### src/hw/rtl/ccsm_pkg.sv
// Types and constants shared by the character-class sequence matcher.
// Request and result payloads, function codes and controller/datapath links.
// No dependencies.
package ccsm_pkg;

  // Widths fixed by the request and result formats
  localparam int RULE_CNT_W = 5;
  localparam int CONSUMED_W = 16;

  // Request function codes
  localparam logic [1:0] FUNC_RANGE = 2'd0;
  localparam logic [1:0] FUNC_RULE  = 2'd1;
  localparam logic [1:0] FUNC_START = 2'd2;
  localparam logic [1:0] FUNC_CHAR  = 2'd3;

  typedef struct packed {
    logic [1:0]        func;
    logic [3:0]        rule_slot;
    logic [1:0]        range_slot;
    logic signed [7:0] range_low;
    logic signed [7:0] range_high;
    logic              negate;
    logic              and_mode;
    logic [2:0]        range_count;
    logic              repeat_req;
    logic signed [7:0] char_value;
    logic              last_char;
  } in_item_t;

  typedef struct packed {
    logic                  matched;
    logic [CONSUMED_W-1:0] consumed;
  } out_item_t;

  // One stored range
  typedef struct packed {
    logic signed [7:0] lo;
    logic signed [7:0] hi;
    logic              neg;
    logic              and_m;
  } range_ent_t;

  // One stored rule header
  typedef struct packed {
    logic [2:0] cnt;
    logic       rep;
  } rule_hdr_t;

  // Controller to datapath commands
  typedef struct packed {
    logic wr_range;
    logic wr_rule;
    logic start;
    logic take;
    logic clr_k;
    logic step_k;
    logic adv;
    logic consume;
    logic load_out;
    logic ok;
  } ccsm_cmd_t;

  // Datapath to controller status
  typedef struct packed {
    logic n_zero;
    logic cur_done;
    logic k_done;
    logic flag;
    logic rep;
    logic post_ok;
    logic last;
    logic out_free;
  } ccsm_sts_t;

endpackage

### src/hw/rtl/ccsm_dpath.sv
// Datapath of the sequence matcher: rule and range memories, cursor,
// range walk, character count and the result register. Uses ccsm_pkg.
module ccsm_dpath #(
  parameter int MAX_RULES       = 16,
  parameter int RANGES_PER_RULE = 4,
  parameter int COUNT_BITS      = 16
) (
  input  logic                                clk,
  input  logic                                rst,
  input  ccsm_pkg::ccsm_cmd_t                 cmd,
  output ccsm_pkg::ccsm_sts_t                 sts,
  input  ccsm_pkg::in_item_t                  in_data,
  input  logic                                cfg_we,
  input  logic [ccsm_pkg::RULE_CNT_W-1:0]     cfg_wdata,
  output logic                                out_valid,
  input  logic                                out_ready,
  output ccsm_pkg::out_item_t                 out_data
);
  import ccsm_pkg::*;

  localparam int DEPTH = MAX_RULES * RANGES_PER_RULE;
  localparam int AW    = (DEPTH > 1) ? $clog2(DEPTH) : 1;
  localparam int HW    = (MAX_RULES > 1) ? $clog2(MAX_RULES) : 1;
  localparam int KW    = $clog2(RANGES_PER_RULE + 1);

  range_ent_t rng_mem [DEPTH];
  rule_hdr_t  hdr_mem [MAX_RULES];
  range_ent_t rng_rd;
  rule_hdr_t  hdr_rd;

  logic [RULE_CNT_W-1:0] rule_count;
  logic [RULE_CNT_W-1:0] n_act;
  logic [RULE_CNT_W-1:0] cursor;
  logic [RULE_CNT_W-1:0] cursor_next;
  logic [KW-1:0]         k;
  logic [KW-1:0]         k_next;
  logic                  flag;
  logic signed [7:0]     char_q;
  logic                  last_q;
  logic [COUNT_BITS-1:0] count;
  logic [32:0]           count_ext;
  logic [CONSUMED_W-1:0] count_sat;
  logic [AW-1:0]         rd_addr;
  logic [AW-1:0]         wr_addr;
  logic [HW-1:0]         hdr_addr;
  logic                  in_range;
  logic                  hit;

  // Rule count register
  always_ff @(posedge clk) begin
    if (rst) begin
      rule_count <= '0;
    end else if (cfg_we) begin
      rule_count <= cfg_wdata;
    end
  end

  // Clamp the rule count to the table depth
  always_comb begin
    if (int'(rule_count) > MAX_RULES) begin
      n_act = RULE_CNT_W'(MAX_RULES);
    end else begin
      n_act = rule_count;
    end
  end

  // Next cursor and range index, used to address the memories so the registered reads follow cursor and k
  always_comb begin
    if (cmd.start) begin
      cursor_next = '0;
    end else if (cmd.adv) begin
      cursor_next = cursor + 1'b1;
    end else begin
      cursor_next = cursor;
    end
    if (cmd.clr_k) begin
      k_next = '0;
    end else if (cmd.step_k) begin
      k_next = k + 1'b1;
    end else begin
      k_next = k;
    end
  end

  assign rd_addr  = AW'(int'(cursor_next) * RANGES_PER_RULE + int'(k_next));
  assign hdr_addr = HW'(cursor_next);
  assign wr_addr  = AW'(int'(in_data.rule_slot) * RANGES_PER_RULE
                        + int'(in_data.range_slot));

  // Table memories: one write port, registered read
  always_ff @(posedge clk) begin
    if (cmd.wr_range && int'(in_data.rule_slot) < MAX_RULES
        && int'(in_data.range_slot) < RANGES_PER_RULE) begin
      rng_mem[wr_addr] <= '{lo: in_data.range_low, hi: in_data.range_high,
                            neg: in_data.negate, and_m: in_data.and_mode};
    end
    if (cmd.wr_rule && int'(in_data.rule_slot) < MAX_RULES) begin
      hdr_mem[HW'(in_data.rule_slot)] <= '{cnt: in_data.range_count,
                                          rep: in_data.repeat_req};
    end
    rng_rd <= rng_mem[rd_addr];
    hdr_rd <= hdr_mem[hdr_addr];
  end

  // Range test of the held character
  assign in_range = (char_q >= rng_rd.lo) && (char_q <= rng_rd.hi);
  assign hit      = in_range ^ rng_rd.neg;

  // Walk state: cursor, range index, running flag, count
  always_ff @(posedge clk) begin
    if (rst) begin
      cursor <= '0;
      k      <= '0;
      flag   <= 1'b0;
      count  <= '0;
    end else begin
      cursor <= cursor_next;
      k      <= k_next;
      if (cmd.clr_k) begin
        flag <= 1'b0;
      end else if (cmd.step_k) begin
        flag <= rng_rd.and_m ? (flag & hit) : (flag | hit);
      end
      if (cmd.start) begin
        count <= '0;
      end else if (cmd.consume && !(&count)) begin
        count <= count + 1'b1;
      end
    end
  end

  // Hold the character under test
  always_ff @(posedge clk) begin
    if (cmd.take) begin
      char_q <= in_data.char_value;
      last_q <= in_data.last_char;
    end
  end

  // Saturate the count to the result width
  assign count_ext = 33'(count);
  assign count_sat = (count_ext > 33'({CONSUMED_W{1'b1}})) ? {CONSUMED_W{1'b1}}
                                                           : count_ext[CONSUMED_W-1:0];

  // Result register
  always_ff @(posedge clk) begin
    if (rst) begin
      out_valid <= 1'b0;
    end else if (cmd.load_out) begin
      out_valid <= 1'b1;
    end else if (out_ready) begin
      out_valid <= 1'b0;
    end
  end

  always_ff @(posedge clk) begin
    if (cmd.load_out) begin
      out_data <= '{matched: cmd.ok, consumed: cmd.ok ? count_sat : '0};
    end
  end

  // Status back to the controller
  always_comb begin
    sts.n_zero   = (n_act == '0);
    sts.cur_done = (cursor >= n_act);
    sts.k_done   = (int'(k) >= int'(hdr_rd.cnt)) || (int'(k) >= RANGES_PER_RULE);
    sts.flag     = flag;
    sts.rep      = hdr_rd.rep;
    sts.post_ok  = ({1'b0, cursor} + 1'b1) >= {1'b0, n_act};
    sts.last     = last_q;
    sts.out_free = !out_valid || out_ready;
  end

endmodule

### src/hw/rtl/ccsm_ctrl.sv
// Controller of the sequence matcher: request decode, range walk sequencing
// and match state. Uses ccsm_pkg; drives ccsm_dpath through commands.
module ccsm_ctrl (
  input  logic                clk,
  input  logic                rst,
  input  logic                in_valid,
  output logic                in_ready,
  input  logic [1:0]          func,
  input  ccsm_pkg::ccsm_sts_t sts,
  output ccsm_pkg::ccsm_cmd_t cmd
);
  import ccsm_pkg::*;

  localparam logic [2:0] S_IDLE  = 3'd0;
  localparam logic [2:0] S_CHECK = 3'd1;
  localparam logic [2:0] S_EVAL  = 3'd2;
  localparam logic [2:0] S_POST  = 3'd3;
  localparam logic [2:0] S_DONE  = 3'd4;

  logic [2:0] state;
  logic [2:0] state_next;
  logic       busy;
  logic       busy_next;
  logic       ok;
  logic       ok_next;
  logic       accept;

  assign in_ready = (state == S_IDLE);
  assign accept   = in_valid && in_ready;

  // Next state and commands
  always_comb begin
    state_next = state;
    busy_next  = busy;
    ok_next    = ok;
    cmd        = '0;
    cmd.ok     = ok;
    unique case (state)
      S_IDLE: begin
        if (accept) begin
          unique case (func)
            FUNC_RANGE: cmd.wr_range = 1'b1;
            FUNC_RULE:  cmd.wr_rule  = 1'b1;
            FUNC_START: begin
              cmd.start = 1'b1;
              busy_next = 1'b1;
              if (sts.n_zero) begin
                ok_next    = 1'b0;
                state_next = S_DONE;
              end
            end
            FUNC_CHAR: begin
              if (busy) begin
                if (sts.n_zero) begin
                  ok_next    = 1'b0;
                  state_next = S_DONE;
                end else begin
                  cmd.take   = 1'b1;
                  cmd.clr_k  = 1'b1;
                  state_next = S_CHECK;
                end
              end
            end
            default: ;
          endcase
        end
      end
      S_CHECK: begin
        // rules exhausted: match ends before this character
        if (sts.cur_done) begin
          ok_next    = 1'b1;
          state_next = S_DONE;
        end else begin
          state_next = S_EVAL;
        end
      end
      S_EVAL: begin
        priority if (!sts.k_done) begin
          cmd.step_k = 1'b1;
        end else if (sts.flag) begin
          cmd.adv     = !sts.rep;
          cmd.consume = 1'b1;
          state_next  = S_POST;
        end else if (!sts.rep) begin
          ok_next    = 1'b0;
          state_next = S_DONE;
        end else begin
          // repeat rule missed: try the same character on the next rule
          cmd.adv    = 1'b1;
          cmd.clr_k  = 1'b1;
          state_next = S_CHECK;
        end
      end
      S_POST: begin
        priority if (sts.cur_done) begin
          ok_next    = 1'b1;
          state_next = S_DONE;
        end else if (sts.last) begin
          ok_next    = sts.post_ok;
          state_next = S_DONE;
        end else begin
          state_next = S_IDLE;
        end
      end
      S_DONE: begin
        // hold until the result register is free
        if (sts.out_free) begin
          cmd.load_out = 1'b1;
          busy_next    = 1'b0;
          state_next   = S_IDLE;
        end
      end
      default: state_next = S_IDLE;
    endcase
  end

  always_ff @(posedge clk) begin
    if (rst) begin
      state <= S_IDLE;
      busy  <= 1'b0;
      ok    <= 1'b0;
    end else begin
      state <= state_next;
      busy  <= busy_next;
      ok    <= ok_next;
    end
  end

`ifndef ASSERT_OFF
  a_load_free: assert property (@(posedge clk) disable iff (rst)
    cmd.load_out |-> sts.out_free)
    else $error("result loaded while the result register is full");
  a_load_idle: assert property (@(posedge clk) disable iff (rst)
    cmd.load_out |=> (!busy && state == S_IDLE))
    else $error("match not closed after its result");
  a_walk_hold: assert property (@(posedge clk) disable iff (rst)
    (state == S_EVAL && !sts.k_done) |=> (state == S_EVAL))
    else $error("range walk left before its last range");
  a_write_idle: assert property (@(posedge clk) disable iff (rst)
    (accept && (func == FUNC_RANGE || func == FUNC_RULE)) |=> (state == S_IDLE))
    else $error("table write did not return to idle");
`endif

endmodule

### src/hw/rtl/char_class_sequence_matcher.sv
// Top level of the character-class sequence matcher.
// Joins ccsm_ctrl and ccsm_dpath; uses ccsm_pkg for payload types.
//
//  Channel  Direction  Handshake              Payload
//  in       request    in_valid / in_ready    in_data  (in_item_t)
//  out      result     out_valid / out_ready  out_data (out_item_t)
//  cfg      write      cfg_we                 cfg_wdata (rule count)
//
// Table writes and start are taken in idle; a start on an empty rule set closes the match.
// A character is tried against the rules in turn, walking each rule's ranges,
// capped at RANGES_PER_RULE, one cycle per range of the shared range comparator;
// a repeat miss adds the next rule's walk. A miss, the last character or the end
// of the rule set closes the match and loads its result; with no rules in use a
// character fails without a walk.
// A result waits in the output register; the controller stalls only when a
// second result is due before the first is taken.
// Synchronous reset clears control state; table memories are undefined until written.
module char_class_sequence_matcher #(
  parameter int MAX_RULES       = 16,
  parameter int RANGES_PER_RULE = 4,
  parameter int COUNT_BITS      = 16
) (
  input  logic                            clk,
  input  logic                            rst,
  input  logic                            in_valid,
  output logic                            in_ready,
  input  ccsm_pkg::in_item_t              in_data,
  output logic                            out_valid,
  input  logic                            out_ready,
  output ccsm_pkg::out_item_t             out_data,
  input  logic                            cfg_we,
  input  logic [ccsm_pkg::RULE_CNT_W-1:0] cfg_wdata
);
  import ccsm_pkg::*;

  ccsm_cmd_t cmd;
  ccsm_sts_t sts;

  ccsm_ctrl u_ctrl (
    .clk      (clk),
    .rst      (rst),
    .in_valid (in_valid),
    .in_ready (in_ready),
    .func     (in_data.func),
    .sts      (sts),
    .cmd      (cmd)
  );

  ccsm_dpath #(
    .MAX_RULES       (MAX_RULES),
    .RANGES_PER_RULE (RANGES_PER_RULE),
    .COUNT_BITS      (COUNT_BITS)
  ) u_dpath (
    .clk       (clk),
    .rst       (rst),
    .cmd       (cmd),
    .sts       (sts),
    .in_data   (in_data),
    .cfg_we    (cfg_we),
    .cfg_wdata (cfg_wdata),
    .out_valid (out_valid),
    .out_ready (out_ready),
    .out_data  (out_data)
  );

endmodule
### config.mk
export PLATFORM = sky130hd
export DESIGN_NAME = char_class_sequence_matcher
export DESIGN_NICKNAME = d
export VERILOG_FILES = /design/src/hw/rtl/ccsm_pkg.sv /design/src/hw/rtl/ccsm_dpath.sv /design/src/hw/rtl/ccsm_ctrl.sv /design/src/hw/rtl/char_class_sequence_matcher.sv
export SDC_FILE = /design/constraint.sdc
export NUM_CORES = 2
export LEC_CHECK = 0
export ABC_AREA = 1
export BUFFER_PORTS_ARGS = -buffer_cell sky130_fd_sc_hd__buf_4
export CAP_MARGIN = 20
export CORE_UTILIZATION = 30
export DETAILED_ROUTE_END_ITERATION = 12
export MAX_ROUTING_LAYER = met4
export SYNTH_ARGS = -nofsm -noshare
export SYNTH_HDL_FRONTEND = slang
export SYNTH_HIERARCHICAL = 1
export SYNTH_SLANG_ARGS = --single-unit
### constraint.sdc
create_clock -name clk -period 5 [get_ports clk]
set_clock_uncertainty 0.2 [all_clocks]
set_input_delay 1 -clock clk [delete_from_list [all_inputs] [get_ports clk]]
set_output_delay 1 -clock clk [all_outputs]
set_load 0.02 [all_outputs]
Yosys cells after proc, flatten, opt, wreduce, memory -nomap -nowiden
Memory sizes are Yosys's and may differ from the RTL's. A register that Yosys moved wholly into a read port is not among the register bits. Cells that the tools add are included.

Bitwise operators: 3. Order comparisons: 8. Multiplexer cells: 60. Reductions and logical operators: 20. Equal/unequal tests: 18. Add/sub/neg operators: 6.

Operators with widths (number): $mux W3 (14); $mux W1 (30); $mux W5 (4); $add A16 B1 Y16 const B (1); $gt A16 B16 Y1 const B (1); $mux W16 (1); $reduce_and A16 Y1 (1); $pmux W3 S5 (1); $ne A2 B2 Y1 const B (6); $ne A3 B3 Y1 const B (3); $reduce_and A9 Y1 (1); $ge A8 B8 Y1 (1); $le A8 B8 Y1 (1); $mux W2 (4); $add A5 B1 Y6 const B (1); $add A6 B2 Y6 (1); $add A6 B3 Y6 (1); $eq A3 B2 Y1 const B (2); $ge A6 B5 Y1 (1); $pmux W1 S2 (3); $pmux W3 S2 (1); $reduce_and A6 Y1 (1); $add A5 B1 Y5 const B (1); $ge A5 B5 Y1 (1); other kinds (25) (33).

Input bits: 49. Bits in writable memories: 1216. Register bits after elaboration: 62. Memories kept: 2.

Memories: u_dpath.rng_mem (depth 64, width 18, rd ports 1, clocked after memory_dff 1, wr ports 1, RTL line ccsm_dpath.sv:26) `range_ent_t rng_mem [DEPTH];`; u_dpath.hdr_mem (depth 16, width 4, rd ports 1, clocked after memory_dff 1, wr ports 1, RTL line ccsm_dpath.sv:27) `rule_hdr_t hdr_mem [MAX_RULES];`.

Logic depth before layout (Yosys ltp)
Word-level depth: 10. Gate-level depth with buffers: 21.

Cells and area by module
The synthesis kept the hierarchy.

Modules (own cells, without submodules): ccsm_dpath (times used 1, area an instance 58371.0 um2, sequential area each 38356.8 um2, cells each 5660); ccsm_ctrl (times used 1, area an instance 549.3 um2, sequential area each 100.1 um2, cells each 99).

Worst setup path before layout
No wires, ideal clock.

Path type: input -> register. Start: input port in_data[37] in the netlist's numbering. End: register u_dpath/rng_rd[11] (netlist name). Required time: 4687 ps. Data arrival time: 3551 ps. Path buffers: 3. Setup slack: 1136 ps. Stages on the path: 14. Setup time: 113 ps. Cell sequence: nand2_1 nor4_2 a31o_2 nor3_1 ha_1 clkbuf_1 inv_2 clkbuf_1 clkbuf_1 nand3_1 nand3_1 nand3_1 nand3_2 nand2_1.

RTL lines: start, declared (RTL line char_class_sequence_matcher.sv:27) `input ccsm_pkg::in_item_t in_data,`.

==> impl_metrics.tcl <==
set metrics [dict create \
    powerDensity_nw_per_um2 336 \
    holdWs_ns 0.192 \
    drt_iter0_markers 4317 \
    cp_max_fo 52 \
    ctsHoldBuffers 0 \
    power.share.clock_pct 45.0 \
    wl_per_cell_um 19.9 \
    cts_root_buf "clkbuf_16" \
    period_minus_slack_ns 4.56 \
    pwr-share-comb_pct 2.2 \
    report.final.slew_viol_count 0 \
    status "finished, final reports clean" \
    leakage_nw 27.4 \
    highest_layer "met4" \
    grt_max_degree 134 \
    insertion_delay_ns 0.79 \
    viasPerCell 4.97 \
    ys_warn_count 6 \
    irDropWorstVdd_mv 0.222 \
    slowest_delay_ns 0.48 \
    switching_share_pct 20.9 \
    path_clk_slew_ns 0.06 \
    fmax_ghz 0.219 \
    clockBufferDepth 3 \
    antenna_found_initial 5 \
    yosysTopAreaCell "edfxtp_1" \
    synthesis.area_um2 58900 \
    gp_congestion 0.840 \
    rsz0062_at_grt "no" \
    syn_area_per_cell_um2 10.2 \
    fin_nets 5813 \
    hold_path.class "in2reg" \
    dr_wl_met2_mm 79.4 \
    ys_types 39 \
    p_sw_mw 4.73 \
    drive_gt1_share_pct 8.55 \
    totalWireLength_mm 168 \
    syn_inst 5759 \
    synth-seq-cells 1300 \
    setup-tns-final_ns 0 \
    drc 0 \
    area_growth_syn_to_layout_pct 14.3 \
    synth_top_cells_by_area "edfxtp_1 (63%), nand3_1 (9.4%), inv_1 (7.9%), nand4_1 (5.8%), nand2_1 (4.9%)" \
    fp.dieW_um 445 \
    crit_path_top_delay_cell "dfxtp_1" \
    ys_seq_area_share_pct 65.3 \
    htree_levels 4 \
    cp-end-kind "flip-flop" \
    start_util_pct 30.2 \
    std_cell_rows 162 \
    setup_viol 0 \
    grt-ovfl-total 0 \
    cts_num_sinks 1300 \
    sequentialPowerShare_pct 52.8 \
    finalHoldViolCount 0 \
    maxSlewHeadroom_pct 29.9 \
    crit_chain "inv_2 > ha_1 > nand3_1 > o2111ai_1 > inv_1 > nand3_1 > inv_1 > nor2_1 > nor2_1 > nand2_4 > inv_8 > buf_12 > buf_12 > nand3_1 > nand3_1 > nand3_1 > nand3_1 > nand3_1 > nand2_1" \
    timing.final.crit_share_pct 91.3 \
    met1Wirelength_mm 72.3 \
    core_area_um2 195000 \
    synthArstFlopShare_pct 0 \
    postCtsSetupBuffers 0 \
    p_int_mw 17.9 \
    io_buffers 67 \
    worst_pin_slew_ns 1.05 \
    yosys-top-cells-count "edfxtp_1 (1242), inv_1 (1233), nand3_1 (1104)" \
    dp_hpwl_mm 93.8 \
    synth_most_common_cell "edfxtp_1" \
    ctsResizeCount 0 \
    fp.dieH_um 445 \
    design_area_um2 67400 \
    max_cap_viol_count 0 \
    critPathRequiredTime_ns 5.52 \
    start_kind "flip-flop" \
    num_vias 42100 \
    grt_pass1_wl_mm 253 \
    grt_usage_pct 17.1 \
    grt_pass1_vias 40000 \
    dpl_cell_area_um2 62900 \
    firstDrtPassIters 6 \
    numCtsBuffers 138 \
    cp.arrival_ns 5.09 \
    ant_nets 0 \
    synth_nets 5845 \
    synth_top_area_share_pct 63.3 \
    place_ws_ns 0.504 \
    crit_type "reg2reg" \
    final_util_pct 34.5 \
    die-area_um2 198000 \
    cpMostUsedCell "nand3_1" \
    cts_tree "done" \
    layout_setup_ws_ns 0.436 \
    synth_edf_count 1242 \
    num_io_pins 68 \
    routed-wl-met3_mm 11.2 \
    synthFlopType "edfxtp_1" \
]
[cell families after synthesis]
kind of cell             share of synthesized area (%)
AND/OR/NAND/NOR                                   21.8
adder cells (fa/ha/maj)                          0.786
flip-flops                                        65.3
buffers and inverters                             10.6
XOR/XNOR                                         0.193
AO/OA/AOI/OAI                                     1.35
[final cells by class]
class	instances	area, um2
tap	2624	3280
clock inverter	67	716
inverter	1242	4680
multi-input combinational	2835	14500
sequential	1300	38500
timing repair buffer	210	1990
fill	19400	128000
clock buffer	184	3740
antenna	6	15.0
[power groups by stage]
| stage | Combinational (mW) | Sequential (mW) | Clock (mW) |
|---|---|---|---|
| 2_1_floorplan | 0.159 | 12.2 | 0 |
| 3_3_place_gp | 0.498 | 12.2 | 0 |
| 3_5_place_dp | 0.509 | 12.2 | 0 |
| 4_1_cts | 0.510 | 12.0 | 10.4 |
| 5_1_grt | 0.545 | 12.0 | 10.7 |
| 6_report | 0.503 | 12.0 | 10.2 |
[layer usage]
metal	GRT usage [%]	vias to the layer above
li1	-	19500
met1	22.6	20700
met2	26.9	1625
met3	2.21	255
met4	6.30	0
met5	-	-
[path summary, 6_finish.rpt]
kind                            cells past startpoint                  start               endpoint  slack [ns]
worst min-delay path                                1             in_data[5]      u_dpath/char_q[4]        0.19
worst max-delay path                               19           u_dpath/k[0]     u_dpath/rng_rd[14]        0.44
worst min register to register                      2  u_dpath/rule_count[0]  u_dpath/rule_count[0]        0.27
worst max register to register                     19           u_dpath/k[0]     u_dpath/rng_rd[14]        0.44
[state kept, by name, indices dropped and copies added (netlist names), 5 cells and up]
name / cells
u_dpath/rng_mem: 1152
u_dpath/rng_rd: 18
u_dpath/out_data: 17
u_dpath/hdr_mem: 64
u_dpath/char_q: 8
u_dpath/count: 16
u_dpath/rule_count: 5
u_dpath/cursor: 5
[through the flow]
stage | power [mW] | cells
floorplan | 12.4 | 5759
global placement | 12.7 | 8211
detailed placement | 12.7 | 8211
CTS | 22.8 | 8462
global route | 23.2 | 8465
finish | 22.7 | 8468
[critical path, delay by kind of cell, from the launching register on]
| kind | cells | cell delay [ns] |
|---|---|---|
| compound gates | 1 | 0.17 |
| flops | 1 | 0.48 |
| simple gates | 11 | 1.81 |
| buf+inv | 6 | 1.46 |
| fa+ha+maj | 1 | 0.29 |
[placed cells by master (no fill, tap or decap), drive strengths merged]
cell type / count
a21oi: 31
a31o: 1
and3: 1
buf: 210
bufinv: 11
clkbuf: 184
clkinv: 43
clkinvlp: 3
dfxtp: 58
diode: 6
edfxtp: 1242
ha: 37
inv: 1252
nand2: 768
nand3: 1115
nand3b: 1
nand4: 546
nor2: 187
nor3: 20
nor4: 6
o2111ai: 1
o21a: 1
o21ai: 90
o21bai: 3
o221ai: 16
or2: 1
xor2: 10
Power figures use the tool's default switching activity.
